**src/rtl/edr_pkg.sv**
```systemverilog
// shared constants, types and the square root step for the distance unit
package edr_pkg;

  localparam int CoordBits = 16;

  // distance field and saturation limit
  localparam int DistW = 15;
  localparam logic [DistW-1:0] DistMax = '1;

  // once both magnitudes fit in DistW bits the radicand fits in RadW bits
  localparam int SqW   = 2 * DistW;
  localparam int RadW  = SqW + 1;
  localparam int WordW = RadW + 1;

  // digit by digit root: one step per radicand bit pair
  localparam int RootSteps     = WordW / 2;
  localparam int StepsPerStage = 2;
  localparam int RootStages    = RootSteps / StepsPerStage;
  localparam logic [WordW-1:0] TopBit = WordW'(1) << (WordW - 2);

  // abs, square, sum, root stages, round
  localparam int NumStages = 3 + RootStages + 1;

  typedef struct packed {
    logic [WordW-1:0] rem;
    logic [WordW-1:0] root;
  } root_t;

  function automatic root_t root_step(root_t s, logic [WordW-1:0] bitv);
    root_t            r;
    logic [WordW-1:0] trial;
    r     = s;
    trial = s.root + bitv;
    if (s.rem >= trial) begin
      r.rem  = s.rem - trial;
      r.root = s.root + (bitv << 1);
    end
    r.root = r.root >> 1;
    return r;
  endfunction

endpackage

```
**src/rtl/euclidean_distance_rounded_unit.sv**
```systemverilog
// rounded euclidean distance between two points, pipelined integer square root
//
// Each transaction carries a target point and a position fix; the unit returns the
// distance between them rounded to nearest and saturated at 32767. A new transaction
// can be accepted every clock cycle while in_stall_o is low, and each result passes
// through the stages in order: one stage forms the absolute differences, one squares
// them, one adds the squares, eight stages each resolve two root bits, and the last
// stage rounds and saturates into the output register. Each
// stage holds its item until the next one is free, so in_stall_o only rises when
// every stage is full and the output is stalled. No state survives between items.
module euclidean_distance_rounded_unit #(
  parameter int COORD_BITS = edr_pkg::CoordBits
) (
  input  logic                         clk_i,
  input  logic                         rst_ni,
  input  logic                         in_valid_i,
  output logic                         in_stall_o,
  input  logic [COORD_BITS-1:0]        target_x_i,
  input  logic [COORD_BITS-1:0]        target_y_i,
  input  logic [COORD_BITS-1:0]        here_x_i,
  input  logic [COORD_BITS-1:0]        here_y_i,
  output logic                         out_valid_o,
  input  logic                         out_stall_i,
  output logic [edr_pkg::DistW-1:0]    distance_o
);

  localparam int DiffW = COORD_BITS + 1;
  localparam int ExtW  = (DiffW > edr_pkg::DistW) ? DiffW : edr_pkg::DistW + 1;
  localparam int NSt   = edr_pkg::NumStages;
  localparam int NRs   = edr_pkg::RootStages;

  // stage handshake
  logic [NSt-1:0] valid_q;
  logic [NSt-1:0] valid_d;
  logic [NSt-1:0] load;

  always_comb begin
    load[NSt-1] = !valid_q[NSt-1] || !out_stall_i;
    for (int k = NSt - 2; k >= 0; k--) begin
      load[k] = !valid_q[k] || load[k+1];
    end
    valid_d[0] = in_valid_i;
    for (int k = 1; k < NSt; k++) begin
      valid_d[k] = valid_q[k-1];
    end
  end

  always_ff @(posedge clk_i or negedge rst_ni) begin
    if (!rst_ni) begin
      valid_q <= '0;
    end else begin
      for (int k = 0; k < NSt; k++) begin
        if (load[k]) begin
          valid_q[k] <= valid_d[k];
        end
      end
    end
  end

  assign in_stall_o  = !load[0];
  assign out_valid_o = valid_q[NSt-1];

  // absolute differences
  logic signed [DiffW-1:0] dx, dy;
  logic        [DiffW-1:0] ax, ay;
  logic        [ExtW-1:0]  ax_ext, ay_ext;

  assign dx = $signed({target_x_i[COORD_BITS-1], target_x_i})
            - $signed({here_x_i[COORD_BITS-1], here_x_i});
  assign dy = $signed({target_y_i[COORD_BITS-1], target_y_i})
            - $signed({here_y_i[COORD_BITS-1], here_y_i});
  assign ax = dx[DiffW-1] ? DiffW'(-dx) : DiffW'(dx);
  assign ay = dy[DiffW-1] ? DiffW'(-dy) : DiffW'(dy);
  assign ax_ext = ExtW'(ax);
  assign ay_ext = ExtW'(ay);

  logic [edr_pkg::DistW-1:0] mag_x_q, mag_y_q;
  logic                      sat0_q;

  always_ff @(posedge clk_i) begin
    if (load[0]) begin
      mag_x_q <= ax_ext[edr_pkg::DistW-1:0];
      mag_y_q <= ay_ext[edr_pkg::DistW-1:0];
      // a difference beyond the limit already puts the distance beyond it
      sat0_q  <= (ax_ext > ExtW'(edr_pkg::DistMax)) || (ay_ext > ExtW'(edr_pkg::DistMax));
    end
  end

  // squares
  logic [edr_pkg::SqW-1:0] sq_x_q, sq_y_q;
  logic                    sat1_q;

  always_ff @(posedge clk_i) begin
    if (load[1]) begin
      sq_x_q <= edr_pkg::SqW'(mag_x_q) * edr_pkg::SqW'(mag_x_q);
      sq_y_q <= edr_pkg::SqW'(mag_y_q) * edr_pkg::SqW'(mag_y_q);
      sat1_q <= sat0_q;
    end
  end

  // sum
  logic [edr_pkg::RadW-1:0] rad_q;
  logic                     sat2_q;

  always_ff @(posedge clk_i) begin
    if (load[2]) begin
      rad_q  <= edr_pkg::RadW'(sq_x_q) + edr_pkg::RadW'(sq_y_q);
      sat2_q <= sat1_q;
    end
  end

  // root stages, two bits each
  edr_pkg::root_t rs_q [NRs];
  edr_pkg::root_t rs_d [NRs];
  logic           rsat_q [NRs];

  for (genvar i = 0; i < NRs; i++) begin : g_root
    edr_pkg::root_t rs_in;
    logic           sat_in;

    if (i == 0) begin : g_first
      assign rs_in.rem  = edr_pkg::WordW'(rad_q);
      assign rs_in.root = '0;
      assign sat_in     = sat2_q;
    end else begin : g_next
      assign rs_in  = rs_q[i-1];
      assign sat_in = rsat_q[i-1];
    end

    always_comb begin
      rs_d[i] = rs_in;
      for (int j = 0; j < edr_pkg::StepsPerStage; j++) begin
        rs_d[i] = edr_pkg::root_step(rs_d[i],
                    edr_pkg::TopBit >> (2 * (i * edr_pkg::StepsPerStage + j)));
      end
    end

    always_ff @(posedge clk_i) begin
      if (load[3+i]) begin
        rs_q[i]   <= rs_d[i];
        rsat_q[i] <= sat_in;
      end
    end
  end

  // round to nearest, then saturate
  logic [edr_pkg::WordW-1:0] rounded;
  logic [edr_pkg::DistW-1:0] distance_d, distance_q;

  always_comb begin
    rounded = rs_q[NRs-1].root;
    if (rs_q[NRs-1].rem > rs_q[NRs-1].root) begin
      rounded = rs_q[NRs-1].root + edr_pkg::WordW'(1);
    end
    if (rsat_q[NRs-1] || (rounded > edr_pkg::WordW'(edr_pkg::DistMax))) begin
      distance_d = edr_pkg::DistMax;
    end else begin
      distance_d = rounded[edr_pkg::DistW-1:0];
    end
  end

  always_ff @(posedge clk_i) begin
    if (load[NSt-1]) begin
      distance_q <= distance_d;
    end
  end

  assign distance_o = distance_q;

endmodule

```
**config.mk**
```make
export PLATFORM = sky130hd
export DESIGN_NAME = euclidean_distance_rounded_unit
export DESIGN_NICKNAME = d
export VERILOG_FILES = /design/src/rtl/edr_pkg.sv /design/src/rtl/euclidean_distance_rounded_unit.sv
export SDC_FILE = /design/constraint.sdc
export NUM_CORES = 2
export LEC_CHECK = 0
export BUFFER_PORTS_ARGS = -buffer_cell sky130_fd_sc_hd__buf_2
export CELL_PAD_IN_SITES_DETAIL_PLACEMENT = 0
export CELL_PAD_IN_SITES_GLOBAL_PLACEMENT = 1
export CORE_AREA = 2 2 382 384
export DETAILED_ROUTE_END_ITERATION = 10
export DIE_AREA = 0 0 384 386
export HOLD_SLACK_MARGIN = 0.03
export PLACE_DENSITY = 0.64
export SETUP_SLACK_MARGIN = 0.4
export SYNTH_ARGS = -nofsm -noshare
export SYNTH_HDL_FRONTEND = slang
export SYNTH_SLANG_ARGS = --single-unit
export TNS_END_PERCENT = 1
```
**constraint.sdc**
```tcl
create_clock -name clk_i -period 32.8 [get_ports clk_i]
set_clock_uncertainty 0.1 [all_clocks]
set_input_delay 9.84 -clock clk_i [delete_from_list [all_inputs] [get_ports clk_i]]
set_output_delay 9.84 -clock clk_i [all_outputs]
set_load 0.01 [all_outputs]
```
; ---- After elaboration in Yosys (flattened, before gate mapping)
; Memories as Yosys holds them, arrays and structs flattened.
; Cells that the tools add are included.
[word_totals]
reg_bits = 151
ram_bits = 512
inputBits = 68
output_inout_bits = 17
word_cells = 160
n_memories = 2
[memory_table]
columns = memory, depth, width, read_ports, rd_clocked_by_memory_dff, wr, line
row1 = rs_q, 8, 63, 8, 0, 8, euclidean_distance_rounded_unit.sv:113  ; edr_pkg::root_t rs_q [NRs];
row2 = rsat_q, 8, 1, 8, 0, 8, euclidean_distance_rounded_unit.sv:115  ; logic rsat_q [NRs];
[op_classes]
add_sub_neg = 52
multipliers = 2
n_lt_le_gt_ge = 20
mux = 35
n_reduce_logical = 28
[op_table]
columns = op, n
row1 = $mux 64, 16
row2 = $ge 32x32->1, 15
row3 = $sub 32x32->32, 15
row4 = $mul 15x15->30, 2
row5 = $gt 17x15->1 const B, 2
row6 = $mux 17, 2
row7 = $neg 17->17, 2
row8 = $sub 16x16->17, 2
row9 = $add 31x1->32 const B, 1
row10 = $add 31x10->32 const B, 1
row11 = $add 31x13->32 const B, 1
row12 = $add 31x14->32 const B, 1
row13 = $add 31x17->32 const B, 1
row14 = $add 31x18->32 const B, 1
row15 = $add 31x2->32 const B, 1
row16 = $add 31x21->32 const B, 1
row17 = $add 31x22->32 const B, 1
row18 = $add 31x25->32 const B, 1
row19 = $add 31x26->32 const B, 1
row20 = $add 31x29->32 const B, 1
row21 = $add 31x30->32 const B, 1
row22 = $add 31x5->32 const B, 1
row23 = $add 31x6->32 const B, 1
row24 = $add 31x9->32 const B, 1
row25 = 24 further kinds, 65

; ---- Depth between registers and ports, before layout
[depth]
ltp_word = 14
mapped_depth = 27
ltp_nobuf = 26

; ---- Worst setup path after synthesis
; OpenSTA, ideal clock, no wires.
[synth_timing]
kind = input port to output port
start = in out_stall_i
end = out in_stall_o
t_arrival_ns = 15.323
t_required_ns = 22.860
path_slack_ns = 7.537
path_stages = 8
path_buffers = 0
path_cell_list = nand3_1 -> nor2_1 -> nand3_1 -> nor2_1 -> nand3_1 -> inv_1 -> nand3_1 -> inv_1
[synth_via]
elab_chain_len = 14
[synth_rtl]
columns = element, line
row1 = start: declaration, euclidean_distance_rounded_unit.sv:23  ; input logic out_stall_i,
row2 = $logic_not 1->1, euclidean_distance_rounded_unit.sv:38  ; load[NSt-1] = !valid_q[NSt-1] || !out_stall_i;
row3 = $logic_or 1x1->1, euclidean_distance_rounded_unit.sv:38
row4 = $logic_or 1x1->1 (6 in a row), euclidean_distance_rounded_unit.sv:40  ; load[k] = !valid_q[k] || load[k+1];
row5 = named net load[5], euclidean_distance_rounded_unit.sv:35  ; logic [NSt-1:0] load;
row6 = $logic_or 1x1->1 (3 in a row), euclidean_distance_rounded_unit.sv:40
row7 = named net load[2], euclidean_distance_rounded_unit.sv:35
row8 = $logic_or 1x1->1 (2 in a row), euclidean_distance_rounded_unit.sv:40
row9 = $logic_not 1->1, euclidean_distance_rounded_unit.sv:60  ; assign in_stall_o = !load[0];
row10 = end: declaration, euclidean_distance_rounded_unit.sv:17  ; output logic in_stall_o,
; The timed path passes the listed nets, and every way through them passes these cells.

; ---- Final worst setup path
[layout_timing]
start = in out_stall_i
end = out in_stall_o
[layout_via]
elab_chain_len = 14
[layout_rtl]
columns = element, line
row1 = $logic_not 1->1, euclidean_distance_rounded_unit.sv:38
row2 = $logic_or 1x1->1, euclidean_distance_rounded_unit.sv:38
row3 = $logic_or 1x1->1, euclidean_distance_rounded_unit.sv:40
row4 = named net load[10], euclidean_distance_rounded_unit.sv:35
row5 = $logic_or 1x1->1 (5 in a row), euclidean_distance_rounded_unit.sv:40
row6 = named net load[5], euclidean_distance_rounded_unit.sv:35
row7 = $logic_or 1x1->1 (3 in a row), euclidean_distance_rounded_unit.sv:40
row8 = named net load[2], euclidean_distance_rounded_unit.sv:35
row9 = $logic_or 1x1->1 (2 in a row), euclidean_distance_rounded_unit.sv:40
row10 = $logic_not 1->1, euclidean_distance_rounded_unit.sv:60
; The timed path passes the listed nets, and every way through them passes these cells.

==> qor.yml <==
status: "finished, final reports clean"
end_kind: "output port"
coreArea_um2: 144500
cts_buffers: 56
hold_buffers: 0
grt_max_degree: 52
clkTransAtPathRegs_ns: 0.06
globalplace.congestion: 0.8298
drv_slew: 0
ios: 85
dieArea_um2: 148200
cp_data_required_time_ns: 22.86
vias_per_cell: 4.781
n_fill_cell: 14840
multiInputGateArea_um2: 25780
drc_errors: 0
drt_wl_total_um: 99450
drt_pass1_iterations: 5
worst_slew_pin_slew_ns: 1.210
ys_types: 106
setup_tns_ns: 0
relSlewSlack: 0.1702
n_antenna_cell: 0
netlist_area_um2: 42960
grt_pass1_wl_um: 162600
yosys_warnings: 0
cts.sinks: 485
fin_crit_ns: 23.15
drv_cap: 0
drive_gt1_frac: 0.06754
cts_htree_levels: 2
synth-async-reset-ratio: 0.02474
post_cts_resized: 0
cts_tree: "yes"
die_h_um: 386
critPathLaunchType: "primary input"
crit_fanout: 51
die_w_um: 384
wl_per_cell_um: 15.71
criticalPathCategory: "in2out"
finalHoldViolCount: 0
cp.arrival_ns: 13.21
nNetsFinal: 5134
dp_hpwl_um: 80710
synth_fp_nets: 5061
portBuffers: 84
synth_edf_count: 473
antenna_found_initial: 0
drt_iter0_markers: 1473
grt_usage: 0.1355
syn_inst: 4293
worst_hold_slack_ns: 0.3159
syn_area_per_cell_um2: 10.01
num_vias: 30258
setup_viol: 0
seq_area_um2: 14500
clock_path_buffers: 3
grt_pass1_vias: 30613
antenna_left: 0
ys_seq_area_frac: 0.3376
cts_setup_buffers: 0
num_rows: 140
synth_top_flop_cell: "edfxtp_1"
cts-root-buf: "clkbuf_16"
area_delta_synth_final_pct: 10.40
gr-total-overflow: 0
grt_setup_unrepaired: "no"
hp-class: "reg2reg"
min_period_over_period: 0.7059
clock_latency_ns: 0.63
fmax_ghz: 0.04319
start_util: 0.2973
synth_seq_cells: 485
## metrics by stage
stage	instance area (um^2)	worst slack, ns	util	instances
after floorplan	42960	7.537	-	4293
after global placement	45570	9.600	0.3153	6225
after detailed placement	45570	9.631	0.3153	6225
after CTS	47430	9.624	0.3282	6329
after global routing	47430	9.243	0.3282	6329
final	47430	9.648	0.3282	6329
## cell families after synthesis
kind of cell             after synthesis  share of synthesized area
AND/OR/NAND/NOR                     1227                     0.1458
AO/OA/AOI/OAI                        790                     0.1226
buffers and inverters                712                    0.06302
adder cells (fa/ha/maj)              700                     0.2521
flip-flops                           485                     0.3376
XOR/XNOR                             343                    0.06993
multiplexers                          36                   0.008999
## Yosys cell counts (87+ instances only)
master    instances  share of area
nand2_1         342          0.030
fa_1            276           0.13
xnor2_1         234          0.048
xor2_1          109          0.022
edfxtp_1        473           0.33
nor3_1           87          0.010
a21oi_1         216          0.025
o21ai_0         154          0.018
ha_1            424           0.12
and2_1          113          0.016
nor2_1          239          0.021
inv_1           622          0.054
## worst max-delay path: stages
cell and delay (ns):
buf_2 0.11, nand3_2 0.06, buf_4 0.33, nor2_1 0.49, nand3_2 0.87, nor2_1 0.54
nand3_1 0.18, inv_1 0.13, nand3_2 0.08, buf_4 0.29, inv_1 0.12, buf_2 0.14
## state kept, by name, indices dropped and copies added (netlist names)
name / flops
rsat_q: 8
mag_y_q: 15
distance_o: 15
sat0_q: 1
g_root.sat_in: 1
rs_q: 328
mag_x_q: 15
valid_q: 12
sat1_q: 1
sq_x_q: 29
rad_q: 31
sq_y_q: 29
## metal layers
| layer | vias up | wire length (um) | part of all wire | GRT usage |
|---|---|---|---|---|
| met5 | - | 0 | 0 | 0 |
| met4 | 0 | 1927 | 0.019 | 0.02934 |
| met1 | 14600 | 43910 | 0.44 | 0.1691 |
| li1 | 15166 | - | - | - |
| met2 | 381 | 50840 | 0.51 | 0.2490 |
| met3 | 111 | 2762 | 0.028 | 0.01561 |
## cell type report
cell class / count / share of cell area
inverter: 629 / 0.04978
sequential: 485 / 0.3058
multi-input combinational: 3096 / 0.5436
clock inverter: 33 / 0.007386
clock buffer: 71 / 0.03181
timing repair buffer: 98 / 0.01108
tap: 1917 / 0.05057
## layout by cell type, fill, tap and decap left out, drive strengths merged, types with 11 or more instances in the layout
master	netlist	routed
mux2	21	21
o31ai	42	42
clkinv	0	17
o21a	51	51
xnor2	234	234
o21bai	23	23
nor3	93	93
nand2	343	343
or4	14	14
a211oi	27	27
a21boi	11	11
dfrtp	12	12
nand3b	11	11
fa	276	276
o21ai	160	160
nor2b	39	39
or3	38	38
nor3b	13	13
buf	24	98
a31o	16	16
o211ai	16	16
xor2	109	109
inv	629	634
o31a	12	12
a21o	78	78
ha	424	424
a31oi	28	28
and2	113	113
or2	23	23
nand4	56	56
nand2b	46	46
mux2i	15	15
nand3	71	71
a21oi	216	216
and3	23	23
nor2	239	239
nor4	72	72
o2111ai	12	12
edfxtp	473	473
clkbuf	59	71
## path summary, 6_finish.rpt
path                       cells after the start            to  slack [ns]    startpoint
max                                           12    in_stall_o        9.65   out_stall_i
min                                            0  rsat_q[0][2]        0.32  rsat_q[0][1]
max reg2reg                                   21    sq_y_q[29]       25.09    mag_y_q[2]
min reg2reg                                    0  rsat_q[0][2]        0.32  rsat_q[0][1]
max in group asynchronous                      1    valid_q[4]       23.22        rst_ni
min in group asynchronous                      1   valid_q[11]        9.04        rst_ni
Power is not shown: default switching activity piles up to over one toggle a cycle in this logic, so the estimate is an artifact.
